## config.mk

```make
export PLATFORM = sky130hd
export DESIGN_NAME = lru_key_value_cache
export DESIGN_NICKNAME = d
export VERILOG_FILES = /design/src/rtl/core/lkv_pkg.sv /design/src/rtl/core/lru_key_value_cache.sv /design/src/rtl/core/lkv_store.sv /design/src/rtl/core/lkv_ctrl.sv
export SDC_FILE = /design/constraint.sdc
export NUM_CORES = 1
export LEC_CHECK = 0
export CORE_MARGIN = 3
export CORE_UTILIZATION = 60
export DETAILED_ROUTE_END_ITERATION = 8
export DONT_BUFFER_PORTS = 1
export HOLD_SLACK_MARGIN = 0.05
export PLACE_DENSITY_LB_ADDON = 0.2
export SLEW_MARGIN = 25
export SYNTH_ARGS = -nofsm -noshare
export SYNTH_HDL_FRONTEND = slang
export SYNTH_SLANG_ARGS = --single-unit
```

## constraint.sdc

```tcl
create_clock -name clk -period 20.6 [get_ports clk]
set_input_delay 4.12 -clock clk [delete_from_list [all_inputs] [get_ports clk]]
set_output_delay 4.12 -clock clk [all_outputs]
set_load 0.02 [all_outputs]
```

## src/rtl/core/lkv_pkg.sv

```systemverilog
// Package for the LRU key-value cache.
// Holds field widths, reset constants and the result record shared by the
// sequencer and the top level. No dependencies.
package lkv_pkg;

  localparam int KEY_W  = 32;
  localparam int DATA_W = 32;
  localparam int CAP_W  = 5;

  localparam logic [CAP_W-1:0] CAP_RESET = 5'd10;

  localparam logic ACT_ADD = 1'b0;
  localparam logic ACT_GET = 1'b1;

  // One result item as it leaves the sequencer.
  typedef struct packed {
    logic              hit;
    logic [DATA_W-1:0] read_data;
    logic              evicted;
    logic [KEY_W-1:0]  evicted_key;
  } lkv_res_t;

endpackage

```

## src/rtl/core/lru_key_value_cache.sv

```systemverilog
// Top level of the LRU key-value cache: capacity register, sequencer and
// entry memory. Depends on lkv_pkg, lkv_ctrl and lkv_store.
//
// Usage: items arrive on the in_ channel (in_action, in_key,
// in_write_data) and are transferred when in_valid is high and in_stall
// low. Each item yields exactly one result on the out_ channel (hit,
// read_data, evicted, evicted_key), transferred when out_valid is high and
// out_stall low. The capacity register is written through cfg_wr_en and
// cfg_wr_data; the user must write it only while the block is idle, which
// the block itself does not enforce.
// The block takes no new item until the previous one has moved into the
// output register. Each item sweeps the entry memory once to search it
// and, on a get hit or an add of a new key, once more to rewrite recency
// ranks, one entry per cycle through the single memory read port; these
// sweeps set the rate.
// Reset marks all entries invalid, clears the fill count and the output
// valid flag, and sets the capacity to ten. A stalled result is held in
// the output register while the next item is already searched; the item
// finishes only once the output register is free.
module lru_key_value_cache
  import lkv_pkg::*;
#(
  parameter int MAX_ENTRIES = 16
) (
  input  logic              clk,
  input  logic              rst_n,
  input  logic              cfg_wr_en,
  input  logic [CAP_W-1:0]  cfg_wr_data,
  input  logic              in_valid,
  output logic              in_stall,
  input  logic              in_action,
  input  logic [KEY_W-1:0]  in_key,
  input  logic [DATA_W-1:0] in_write_data,
  output logic              out_valid,
  input  logic              out_stall,
  output logic              out_hit,
  output logic [DATA_W-1:0] out_read_data,
  output logic              out_evicted,
  output logic [KEY_W-1:0]  out_evicted_key
);

  localparam int AW = (MAX_ENTRIES > 1) ? $clog2(MAX_ENTRIES) : 1;
  localparam int CW = $clog2(MAX_ENTRIES + 1);
  localparam int DW = KEY_W + DATA_W + AW;

  logic [CAP_W-1:0] cap_r;
  logic             rd_en;
  logic [AW-1:0]    rd_addr;
  logic [DW-1:0]    rd_data;
  logic             wr_en;
  logic [AW-1:0]    wr_addr;
  logic [DW-1:0]    wr_data;
  lkv_res_t         res;

  // Capacity register.
  always_ff @(posedge clk) begin
    if (!rst_n) begin
      cap_r <= CAP_RESET;
    end else if (cfg_wr_en) begin
      cap_r <= cfg_wr_data;
    end
  end

  lkv_ctrl #(
    .MAX_ENTRIES (MAX_ENTRIES),
    .AW          (AW),
    .CW          (CW)
  ) u_ctrl (
    .clk           (clk),
    .rst_n         (rst_n),
    .cap           (cap_r),
    .in_valid      (in_valid),
    .in_stall      (in_stall),
    .in_action     (in_action),
    .in_key        (in_key),
    .in_write_data (in_write_data),
    .out_valid     (out_valid),
    .out_stall     (out_stall),
    .out_res       (res),
    .rd_en         (rd_en),
    .rd_addr       (rd_addr),
    .rd_data       (rd_data),
    .wr_en         (wr_en),
    .wr_addr       (wr_addr),
    .wr_data       (wr_data)
  );

  lkv_store #(
    .DEPTH (MAX_ENTRIES),
    .AW    (AW),
    .DW    (DW)
  ) u_store (
    .clk     (clk),
    .rd_en   (rd_en),
    .rd_addr (rd_addr),
    .rd_data (rd_data),
    .wr_en   (wr_en),
    .wr_addr (wr_addr),
    .wr_data (wr_data)
  );

  // Unpack the result record onto the ports.
  assign out_hit         = res.hit;
  assign out_read_data   = res.read_data;
  assign out_evicted     = res.evicted;
  assign out_evicted_key = res.evicted_key;

endmodule

```

## src/rtl/core/lkv_store.sv

```systemverilog
// Entry memory of the LRU key-value cache: key, value and recency rank per
// entry. One read port with registered data and one write port.
// Depends on nothing but its parameters.
module lkv_store #(
  parameter int DEPTH = 16,
  parameter int AW    = 4,
  parameter int DW    = 68
) (
  input  logic          clk,
  input  logic          rd_en,
  input  logic [AW-1:0] rd_addr,
  output logic [DW-1:0] rd_data,
  input  logic          wr_en,
  input  logic [AW-1:0] wr_addr,
  input  logic [DW-1:0] wr_data
);

  logic [DW-1:0] mem [DEPTH];

  // Synchronous read with registered data.
  always_ff @(posedge clk) begin
    if (rd_en) begin
      rd_data <= mem[rd_addr];
    end
  end

  // Write port.
  always_ff @(posedge clk) begin
    if (wr_en) begin
      mem[wr_addr] <= wr_data;
    end
  end

endmodule

```

## src/rtl/core/lkv_ctrl.sv

```systemverilog
// Sequencer of the LRU key-value cache: a search sweep over the entry
// memory, an update sweep that rewrites ranks, and the output register.
// Depends on lkv_pkg; drives the ports of lkv_store.
module lkv_ctrl
  import lkv_pkg::*;
#(
  parameter int MAX_ENTRIES = 16,
  parameter int AW          = 4,
  parameter int CW          = 5
) (
  input  logic              clk,
  input  logic              rst_n,
  input  logic [CAP_W-1:0]  cap,
  input  logic              in_valid,
  output logic              in_stall,
  input  logic              in_action,
  input  logic [KEY_W-1:0]  in_key,
  input  logic [DATA_W-1:0] in_write_data,
  output logic              out_valid,
  input  logic              out_stall,
  output lkv_res_t          out_res,
  output logic              rd_en,
  output logic [AW-1:0]     rd_addr,
  input  logic [KEY_W+DATA_W+AW-1:0] rd_data,
  output logic              wr_en,
  output logic [AW-1:0]     wr_addr,
  output logic [KEY_W+DATA_W+AW-1:0] wr_data
);

  localparam logic [1:0] ST_IDLE = 2'd0;
  localparam logic [1:0] ST_SCAN = 2'd1;
  localparam logic [1:0] ST_UPD  = 2'd2;
  localparam logic [1:0] ST_DONE = 2'd3;

  localparam int EW = (CW > CAP_W) ? CW : CAP_W;
  localparam logic [AW-1:0] LAST_ADDR = AW'(MAX_ENTRIES - 1);
  localparam logic [EW-1:0] MAX_CAP   = EW'(MAX_ENTRIES);

  logic [1:0]        state_r;
  logic              iss_r;
  logic [AW-1:0]     addr_r;
  logic              p_vld_r;
  logic [AW-1:0]     p_addr_r;
  logic [MAX_ENTRIES-1:0] valid_r;
  logic [CW-1:0]     count_r;

  logic              act_r;
  logic [KEY_W-1:0]  key_r;
  logic [DATA_W-1:0] wdata_r;

  logic              found_r;
  logic [AW-1:0]     pos_r;
  logic [AW-1:0]     pos_rank_r;
  logic [DATA_W-1:0] val_r;
  logic              lru_ok_r;
  logic [AW-1:0]     lru_r;
  logic [AW-1:0]     lru_rank_r;
  logic [KEY_W-1:0]  lru_key_r;
  logic              free_ok_r;
  logic [AW-1:0]     free_r;
  logic              evict_r;

  logic              out_valid_r;
  lkv_res_t          out_res_r;

  logic [KEY_W-1:0]  e_key;
  logic [DATA_W-1:0] e_val;
  logic [AW-1:0]     e_rank;
  logic              e_vld;
  logic              last_ret;
  logic              found_c;
  logic              lru_ok_c;
  logic              done_go;
  logic [EW-1:0]     cap_x;
  logic [EW-1:0]     eff_cap;
  logic              do_evict;
  logic [AW-1:0]     slot;

  assign {e_key, e_val, e_rank} = rd_data;
  assign e_vld    = valid_r[p_addr_r];
  assign last_ret = p_vld_r && (p_addr_r == LAST_ADDR);

  // Search results including the entry returned in this cycle.
  assign found_c  = found_r || (p_vld_r && e_vld && (e_key == key_r));
  assign lru_ok_c = lru_ok_r || (p_vld_r && e_vld);

  // Effective capacity: zero acts as one, above the depth saturates.
  assign cap_x    = EW'(cap);
  assign eff_cap  = (cap == '0) ? EW'(1) : ((cap_x > MAX_CAP) ? MAX_CAP : cap_x);
  assign do_evict = (EW'(count_r) >= eff_cap) && (count_r != '0) && lru_ok_c;

  // Insertion slot: lowest free entry after the eviction.
  assign slot = (evict_r && (!free_ok_r || lru_r < free_r)) ? lru_r : free_r;

  // The finished item moves into the output register once it is free.
  assign done_go = (state_r == ST_DONE) && (!out_valid_r || !out_stall);

  assign in_stall  = (state_r != ST_IDLE) || !rst_n;
  assign out_valid = out_valid_r;
  assign out_res   = out_res_r;
  assign rd_en     = iss_r;
  assign rd_addr   = addr_r;
  assign wr_addr   = p_addr_r;
  assign wr_en     = p_vld_r && (state_r == ST_UPD);

  // Rewritten entry during the update sweep.
  always_comb begin
    wr_data = rd_data;
    if (act_r == ACT_GET) begin
      if (p_addr_r == pos_r) begin
        wr_data = {e_key, e_val, AW'(0)};
      end else if (e_vld && e_rank < pos_rank_r) begin
        wr_data = {e_key, e_val, AW'(e_rank + AW'(1))};
      end
    end else begin
      if (p_addr_r == slot) begin
        wr_data = {key_r, wdata_r, AW'(0)};
      end else if (e_vld) begin
        wr_data = {e_key, e_val, AW'(e_rank + AW'(1))};
      end
    end
  end

  // Sequencer, read pipeline and entry bookkeeping.
  always_ff @(posedge clk) begin
    if (!rst_n) begin
      state_r     <= ST_IDLE;
      iss_r       <= 1'b0;
      p_vld_r     <= 1'b0;
      valid_r     <= '0;
      count_r     <= '0;
      out_valid_r <= 1'b0;
    end else begin
      p_vld_r  <= iss_r;
      p_addr_r <= addr_r;
      if (iss_r) begin
        addr_r <= AW'(addr_r + AW'(1));
        if (addr_r == LAST_ADDR) begin
          iss_r <= 1'b0;
        end
      end
      if (done_go) begin
        out_valid_r <= 1'b1;
      end else if (out_valid_r && !out_stall) begin
        out_valid_r <= 1'b0;
      end
      case (state_r)
        ST_IDLE: begin
          if (in_valid) begin
            act_r     <= in_action;
            key_r     <= in_key;
            wdata_r   <= in_write_data;
            found_r   <= 1'b0;
            lru_ok_r  <= 1'b0;
            free_ok_r <= 1'b0;
            evict_r   <= 1'b0;
            iss_r     <= 1'b1;
            addr_r    <= '0;
            state_r   <= ST_SCAN;
          end
        end
        ST_SCAN: begin
          if (p_vld_r) begin
            if (e_vld && e_key == key_r) begin
              found_r    <= 1'b1;
              pos_r      <= p_addr_r;
              pos_rank_r <= e_rank;
              val_r      <= e_val;
            end
            if (e_vld && (!lru_ok_r || e_rank > lru_rank_r)) begin
              lru_ok_r   <= 1'b1;
              lru_r      <= p_addr_r;
              lru_rank_r <= e_rank;
              lru_key_r  <= e_key;
            end
            if (!e_vld && !free_ok_r) begin
              free_ok_r <= 1'b1;
              free_r    <= p_addr_r;
            end
          end
          if (last_ret) begin
            if (act_r == ACT_GET && found_c) begin
              iss_r   <= 1'b1;
              addr_r  <= '0;
              state_r <= ST_UPD;
            end else if (act_r == ACT_ADD && !found_c) begin
              evict_r <= do_evict;
              if (!do_evict) begin
                count_r <= CW'(count_r + CW'(1));
              end
              iss_r   <= 1'b1;
              addr_r  <= '0;
              state_r <= ST_UPD;
            end else begin
              state_r <= ST_DONE;
            end
          end
        end
        ST_UPD: begin
          if (p_vld_r && act_r == ACT_ADD) begin
            if (p_addr_r == slot) begin
              valid_r[p_addr_r] <= 1'b1;
            end else if (evict_r && p_addr_r == lru_r) begin
              valid_r[p_addr_r] <= 1'b0;
            end
          end
          if (last_ret) begin
            state_r <= ST_DONE;
          end
        end
        ST_DONE: begin
          if (done_go) begin
            state_r <= ST_IDLE;
          end
        end
        default: state_r <= ST_IDLE;
      endcase
    end
  end

  // Result register, loaded when the item finishes.
  always_ff @(posedge clk) begin
    if (done_go) begin
      out_res_r.hit         <= found_r;
      out_res_r.read_data   <= (act_r == ACT_GET && found_r) ? val_r : '0;
      out_res_r.evicted     <= evict_r;
      out_res_r.evicted_key <= evict_r ? lru_key_r : '0;
    end
  end

endmodule

```

# After elaboration in Yosys (flattened, before gate mapping)
# Memories as Yosys holds them, arrays and structs flattened. A register that Yosys moved wholly into a read port is not among the register bits.
# Cells that the tools add are included.
# word_totals
regBits,258
ram_bits,1088
in_bits,75
elab_cells,165
memories,1
# op_classes
n_addsub,3
magnitude_cmp,7
n_eq_ne,19
n_mux,52
bitwise,6
reduce_logical,50
# mem_list
memory,depth,width,read_ports,rd_clocked_by_memory_dff,write_ports,line_no,text
u_store.mem,16,68,1,1,1,lkv_store.sv:18,logic [DW-1:0] mem [DEPTH];
# op_table
operator,count
$mux 68,2
$mux 4,9
$eq 32x32->1,1
$mux 16,2
$mux 1,23
$reduce_and 5->1,4
$logic_and 1x1->1,19
$and 16x16->16,1
$ne 2x1->1 const B,8
$not 16->16,1
$or 16x16->16,1
$reduce_and 4->1,4
$eq 4x4->1,3
$mux 2,5
$mux 5,2
$pmux 1 s2,5
$add 4x1->4 const B,2
$eq 4x4->1 const B,2
$lt 4x4->1,2
$pmux 2 s4,1
$pmux 4 s2,1
$reduce_bool 2->1,4
$logic_not 1->1,7
$logic_or 1x1->1,6
17 further kinds,22

# Logic depth before layout (Yosys ltp)
# Gate-level depths: netlist (run 1).
# depth
ltp_word,11
mapped_depth,13
mapped_depth_nobuf,12

# By module
# Synthesis (run 1) repeated with hierarchy kept, for this count alone.
# unflattened
hier_cells,2498
area_unflattened_um2,54014.3
# modules_own_cells
mod,instances,cells_per_inst,area_each_um2
lkv_store,1,1750,42660.9
lkv_ctrl,1,732,11165.7
lru_key_value_cache,1,16,187.7

# Worst setup path before layout (run 1)
# No wires, ideal clock.
# synth_timing
kind,in2reg
start,input port out_stall
end,"register u_ctrl.out_res_r (netlist bit u_ctrl.out_res[0]), enable pin"
setup_time_ns,0.590
arrival_time_ns,8.932
t_required_ns,20.010
slack_ns,11.078
cell_stages,1
n_path_buf,0
path_cell_list,a21boi_0
# synth_via
elab_chain_len,3
# synth_lines
element,line_no,text
"start, declared",lru_key_value_cache.sv:35,"input logic out_stall,"
$logic_not 1->1,lkv_ctrl.sv:96,assign done_go = (state_r == ST_DONE) && (!out_valid_r || !out_stall);
$logic_or 1x1->1,lkv_ctrl.sv:96,
$logic_and 1x1->1,lkv_ctrl.sv:96,
"end, declared",lkv_ctrl.sv:64,lkv_res_t out_res_r;
# Every way passes these cells.
# A chain may end at the register's enable or synchronous reset.

# Final worst setup path (run 1)
# layout_timing
start,input port rst_n
end,output port in_stall
# layout_via
elab_chain_len,2
# layout_lines
element,line_no,text
"start, declared",lru_key_value_cache.sv:26,"input logic rst_n,"
$logic_not 1->1,lkv_ctrl.sv:98,assign in_stall = (state_r != ST_IDLE) || !rst_n;
$logic_or 1x1->1,lkv_ctrl.sv:98,
"end, declared",lru_key_value_cache.sv:30,"output logic in_stall,"
# Every way passes these cells.

==> results of run 1 <==
final cells by class:
class / count / area, µm² / share of cell area [%]
Clock buffer: 174 / 3750 / 6.25
Antenna cell: 4 / 10.0 / 0.0167
Inverter: 27 / 101 / 0.169
Clock inverter: 78 / 694 / 1.16
Multi-Input combinational cell: 807 / 11300 / 18.8
Tap cell: 1165 / 1460 / 2.43
Timing Repair Buffer: 58 / 569 / 0.949
Sequential cell: 1414 / 42200 / 70.3
power groups by stage:
stage | clock, µW | sequential, µW | combinational [µW]
2_1_floorplan | 0 | 3670 | 1070
3_3_place_gp | 0 | 3730 | 1360
3_5_place_dp | 0 | 3730 | 1400
4_1_cts | 2510 | 3680 | 1410
5_1_grt | 2620 | 3690 | 1510
6_report | 2460 | 3680 | 1400
per-stage QoR:
step           setup WS, ns  utilization, %  std cells
2_1_floorplan         11.08               -       2356
3_3_place_gp          12.18            62.5       3466
3_5_place_dp          12.17            62.6       3469
4_1_cts               12.17            67.6       3721
5_1_grt               12.15            67.7       3723
6_report              12.16            67.7       3727
cell usage in the layout (no fill, tap or decap), types with 13 or more instances in the layout:
| master | count |
|---|---|
| mux2_1 | 60 |
| edfxtp_1 | 1383 |
| clkbuf_1 | 28 |
| nor2_4 | 13 |
| mux4_2 | 344 |
| inv_1 | 25 |
| nand4_1 | 23 |
| and3_1 | 34 |
| nand2_1 | 31 |
| dfxtp_1 | 30 |
| clkinv_2 | 25 |
| ha_1 | 25 |
| nand3_1 | 15 |
| o21ai_0 | 27 |
| clkbuf_16 | 145 |
| and2_1 | 35 |
| buf_4 | 49 |
| xor2_1 | 38 |
| clkinv_1 | 29 |
| a21oi_1 | 30 |
| nor2_1 | 20 |
how the worst max path moves through the flow:
stage	from	to	slack, ns	cells after the start
floorplan	out_stall	u_ctrl.out_res[0]	11.08	1
global placement	rst_n	in_stall	12.18	1
detailed placement	rst_n	in_stall	12.17	1
CTS	rst_n	in_stall	12.17	1
global route	rst_n	in_stall	12.15	1
finish	rst_n	in_stall	12.16	1
metal layers:
| layer | global-route usage (%) | vias up | share of wire [%] |
|---|---|---|---|
| met5 | 0 | - | 0 |
| met4 | 8.36 | 0 | 2.9 |
| met3 | 4.75 | 242 | 7.3 |
| met2 | 41.7 | 1180 | 51 |
| met1 | 34.8 | 13034 | 39 |
| li1 | - | 10135 | - |
sequential cells by signal (all words and copies together) (netlist names), 32 cells and up, named ones only:
| signal | cells |
|---|---|
| u_ctrl.wdata_r | 32 |
| u_ctrl.key_r | 32 |
| u_ctrl.out_res | 66 |
| u_store.rd_data | 68 |
| u_ctrl.lru_key_r | 32 |
| u_store.mem | 1088 |
| u_ctrl.val_r | 32 |
cell families (layout without fill, tap and decap cells):
| family | Yosys count | count (layout) | share of synthesized area [%] |
|---|---|---|---|
| flip-flops | 1414 | 1414 | 78.4 |
| multiplexers | 420 | 420 | 16.0 |
| AND/OR/NAND/NOR | 225 | 225 | 2.30 |
| buffers and inverters | 135 | 337 | 0.993 |
| AO/OA/AOI/OAI | 97 | 97 | 1.15 |
| XOR/XNOR | 40 | 40 | 0.651 |
| adder cells (fa/ha/maj) | 25 | 25 | 0.582 |
| other | 0 | 4 | 0 |
==> reports/metrics.yaml, run 1 <==
status: "finished, final reports clean"
ys_ff_latch: 1414
hpwl_um: 58400
clock_skew_ns: 0.0242
rows: 109
synth_most_common_cell: "edfxtp_1"
yosysTopAreaCell: "edfxtp_1"
cp.arrival_ns: 4.32
ir_worst_vdd_uv: 82.4
yosys_most_used_dff: "edfxtp_1"
whs_ns: 0.450
drcViolationCount: 0
rsz0062_at_grt: "false"
maxCapViolCount: 0
crit_family: "simple AND/OR/NAND/NOR gates"
h-tree-depth: 4
synth_seq_area_share_pct: 78.4
wirelength_um: 116000
die_y_um: 305
synth_edf_count: 1383
final-setup-viol-count: 0
numCtsBuffers: 141
holdBufCountCts: 0
crit_fanout: 18
gp_congestion: 0.841
drtPass1Iterations: 6
syn2layout_area_growth_pct: 11.5
comb_power_share_pct: 18.6
r2r-start: "u_ctrl.lru_r[1]"
drive_gt1_share_pct: 24.6
path_class: "in2out"
detail-route-antenna-nets: 0
placed_area_mm2: 0.0555
finalPower_uw: 7540
tightest_slew_ns: 1.04
grt_pass1_wl_um: 169000
finalCritPeriodShare_pct: 41.0
start_util_pct: 60.7
p_seq_share_pct: 48.8
rr_endpoint: "u_store.mem[12][39]"
crit_chain: "nand2_1"
async_reset_ff_share_pct: 0
hold_path.class: "reg2reg"
path_buf_inv: 0
hold_start: "u_store.rd_data[32]"
synth_top_cells_by_area: "edfxtp_1, mux4_2, mux2_1, dfxtp_1, xor2_1"
crit_required_ns: 16.48
die_area_mm2: 0.0933
die_w_um: 305
cts-resized-gates: 0
grtUsageTotal_pct: 25.2
cts-root-buf: "clkbuf_16"
worst_skew_pair.late_latency_ns: 0.75
cts_tree: "built"
switching_power_uw: 1930
whs_path_depth: 0
fmax_mhz: 118
slowest_stage: "nand2_1"
synthTopCellsByCount: "edfxtp_1, mux4_2, clkbuf_1, mux2_1, xor2_1"
grt_max_degree: 172
reg2reg_depth: 9
yosysTopAreaCellShare_pct: 77.2
syn-num-nets: 2456
p_per_area_mw_per_mm2: 126
cts_buffer_depth: 3
regToRegSetupSlack_ns: 15.99
fin_crit_ns: 8.44
clkPwrFrac_pct: 32.6
synth_cells: 2356
fin_nets: 2549
cpPeakStageDelay_ns: 0.19
fin_tns_setup_ns: 0
end_kind: "output pin"
port_buffers: 0
p_int_uw: 5610
vias: 24591
slew_headroom_pct: 30.3
grt_antenna_before_repair: 2
hold_viol: 0
grt_overflow: 0
start_kind: "primary input"
synth.distinct_cells: 58
post_cts_buffers: 0
core_mm2: 0.0886
fillers: 5384
io_pins: 143
numClockSinks: 1414
whs_endpoint: "u_ctrl.val_r[28]"
fin_area_mm2: 0.0600
p_sw_share_pct: 25.6
grt_pass1_vias: 25268
viasPerCell: 6.60
total_leakage_power_uw: 0.0188
finalMaxSlewViolations: 0
clk_pin_slew_worst_paths_ns: 0.06
first_iter_violations: 3003
yosysWarningCount: 0
syn_avg_cell_area_um2: 22.8
netlist_area_mm2: 0.0538
wire_per_inst_um: 31.0
Note: power is estimated with default switching activity, not from simulation.
==> run 2, diff against run 1 <==
- CORE_UTILIZATION: 60 -> 57
- clock period: 20.6 -> 7.6 ns (I/O delays scaled with it)
==> run 2 against run 1 <==
Effect of this change:
- combinational power rose to 2.8 times the previous value
- die area up 5.2%
- clock-buffer cell count down 1
- cell count up 2.5%
- largest power group unchanged
- core utilization down 3.3 points
- critical path depth up 3
- total power rose to 2.7 times the previous value
==> reports/metrics.yaml, run 2 (synthesized netlist as in run 1, its figures left out) <==
drtPass1Iterations: 7
status: "finished, final reports clean"
finish.utilization_pct: 64.3
switching_power_uw: 5280
cts-root-buf: "clkbuf_16"
crit_fanout: 37
cts-resized-gates: 0
holdBufCountCts: 0
p_seq_share_pct: 48.4
rsz0062_at_grt: "false"
port_buffers: 0
hold_viol: 0
grt_max_degree: 129
finalCritPeriodShare_pct: 55.8
comb_power_share_pct: 18.8
mostFrequentLayoutCell: "edfxtp_1"
first_iter_violations: 3145
worst_slack_ns: 3.36
final-setup-viol-count: 0
hpwl_um: 59600
wire_per_inst_um: 31.3
clock_skew_ns: 0.0267
fmax_mhz: 236
fin_nets: 2551
grtUsageTotal_pct: 24.9
rows: 112
tightest_slew_ns: 1.08
die_w_um: 313
path_class: "reg2reg"
clkPwrFrac_pct: 32.8
fin_crit_ns: 4.24
grt_overflow: 0
gp_congestion: 0.836
clk_pin_slew_worst_paths_ns: 0.06
numClockSinks: 1414
p_per_area_mw_per_mm2: 341
post_cts_buffers: 0
vias: 24795
drive_gt1_share_pct: 24.4
drcViolationCount: 0
grt_pass1_wl_um: 174000
whs_path_depth: 0
regMostFlops: "u_store.mem"
slew_headroom_pct: 27.2
finalMaxSlewViolations: 0
fin_tns_setup_ns: 0
wirelength_um: 120000
syn2layout_area_growth_pct: 11.8
die_area_mm2: 0.0981
die_y_um: 313
dp_cells: 3559
grt_antenna_before_repair: 5
place_ws_ns: 3.39
io_pins: 143
viasPerCell: 6.49
maxCapViolCount: 0
hold_path.class: "reg2reg"
cts_tree: "built"
h-tree-depth: 4
largest_reg_flops: 1088
final_cell_mix: "edfxtp_1, mux4_2, clkbuf_16, mux2_1, buf_4"
grt_pass1_vias: 25231
start_kind: "flip-flop"
end_kind: "flip-flop"
finalNonFillerCells: 3822
detail-route-antenna-nets: 0
p_sw_share_pct: 25.8
reg2reg_depth: 4
cp.arrival_ns: 4.60
p_int_uw: 15200
total_leakage_power_uw: 0.0188
ir_worst_vdd_uv: 249
core_mm2: 0.0935
start_util_pct: 57.5
whs_ns: 0.451
numCtsBuffers: 142
cts_buffer_depth: 3
crit_required_ns: 7.96
worst_skew_pair.late_latency_ns: 0.74
[run 2: routing by layer]
layer / track usage (%) / part of all wire [%] / vias to the layer above / routed length, µm
met5: 0 / 0.022 / - / 26
met4: 7.41 / 2.4 / 4 / 2900
met3: 5.27 / 8.4 / 222 / 9990
met2: 39.2 / 49 / 1212 / 58400
met1: 35.8 / 40 / 13204 / 48200
li1: - / - / 10153 / -
[run 2: worst paths after layout]
check                                         start             endpoint  slack, ns
worst max-delay path              u_ctrl.wr_addr[0]  u_store.mem[15][59]       3.36
worst min-delay path            u_store.rd_data[32]     u_ctrl.val_r[28]       0.45
worst max register to register    u_ctrl.wr_addr[0]  u_store.mem[15][59]       3.36
worst min register to register  u_store.rd_data[32]     u_ctrl.val_r[28]       0.45
[run 2: power by group through the flow]
| stage | Clock (µW) | Sequential [µW] | Combinational, µW |
|---|---|---|---|
| after global routing | 7160 | 9940 | 4150 |
| after CTS | 6830 | 9920 | 3890 |
| after floorplan | 0 | 9960 | 2910 |
| final | 6720 | 9920 | 3860 |
| after detailed placement | 0 | 10100 | 3880 |
| after global placement | 0 | 10100 | 3750 |
[run 2: stage by stage]
stage / area, µm² / total power [µW]
finish: 60100 / 20500
global placement: 55600 / 13800
floorplan: 53800 / 12900
CTS: 60100 / 20600
global route: 60100 / 21200
detailed placement: 55600 / 14000
[run 2: critical path: stages, from the launching register on]
cell      delay [ns]
edfxtp_1        0.98
nand2_1         0.47
nor4_1          0.74
and2_4          0.90
buf_4           0.73
[run 2: area by class of cell]
| class | instances | area [µm²] |
|---|---|---|
| multi-input cells | 807 | 11200 |
| well taps | 1254 | 1570 |
| inverters | 27 | 101 |
| diodes | 1 | 2.50 |
| flip-flops and latches | 1414 | 42200 |
| repair buffers | 59 | 574 |
| fillers | 5986 | 33300 |
| clock buffers | 173 | 3750 |
| clock inverters | 87 | 736 |
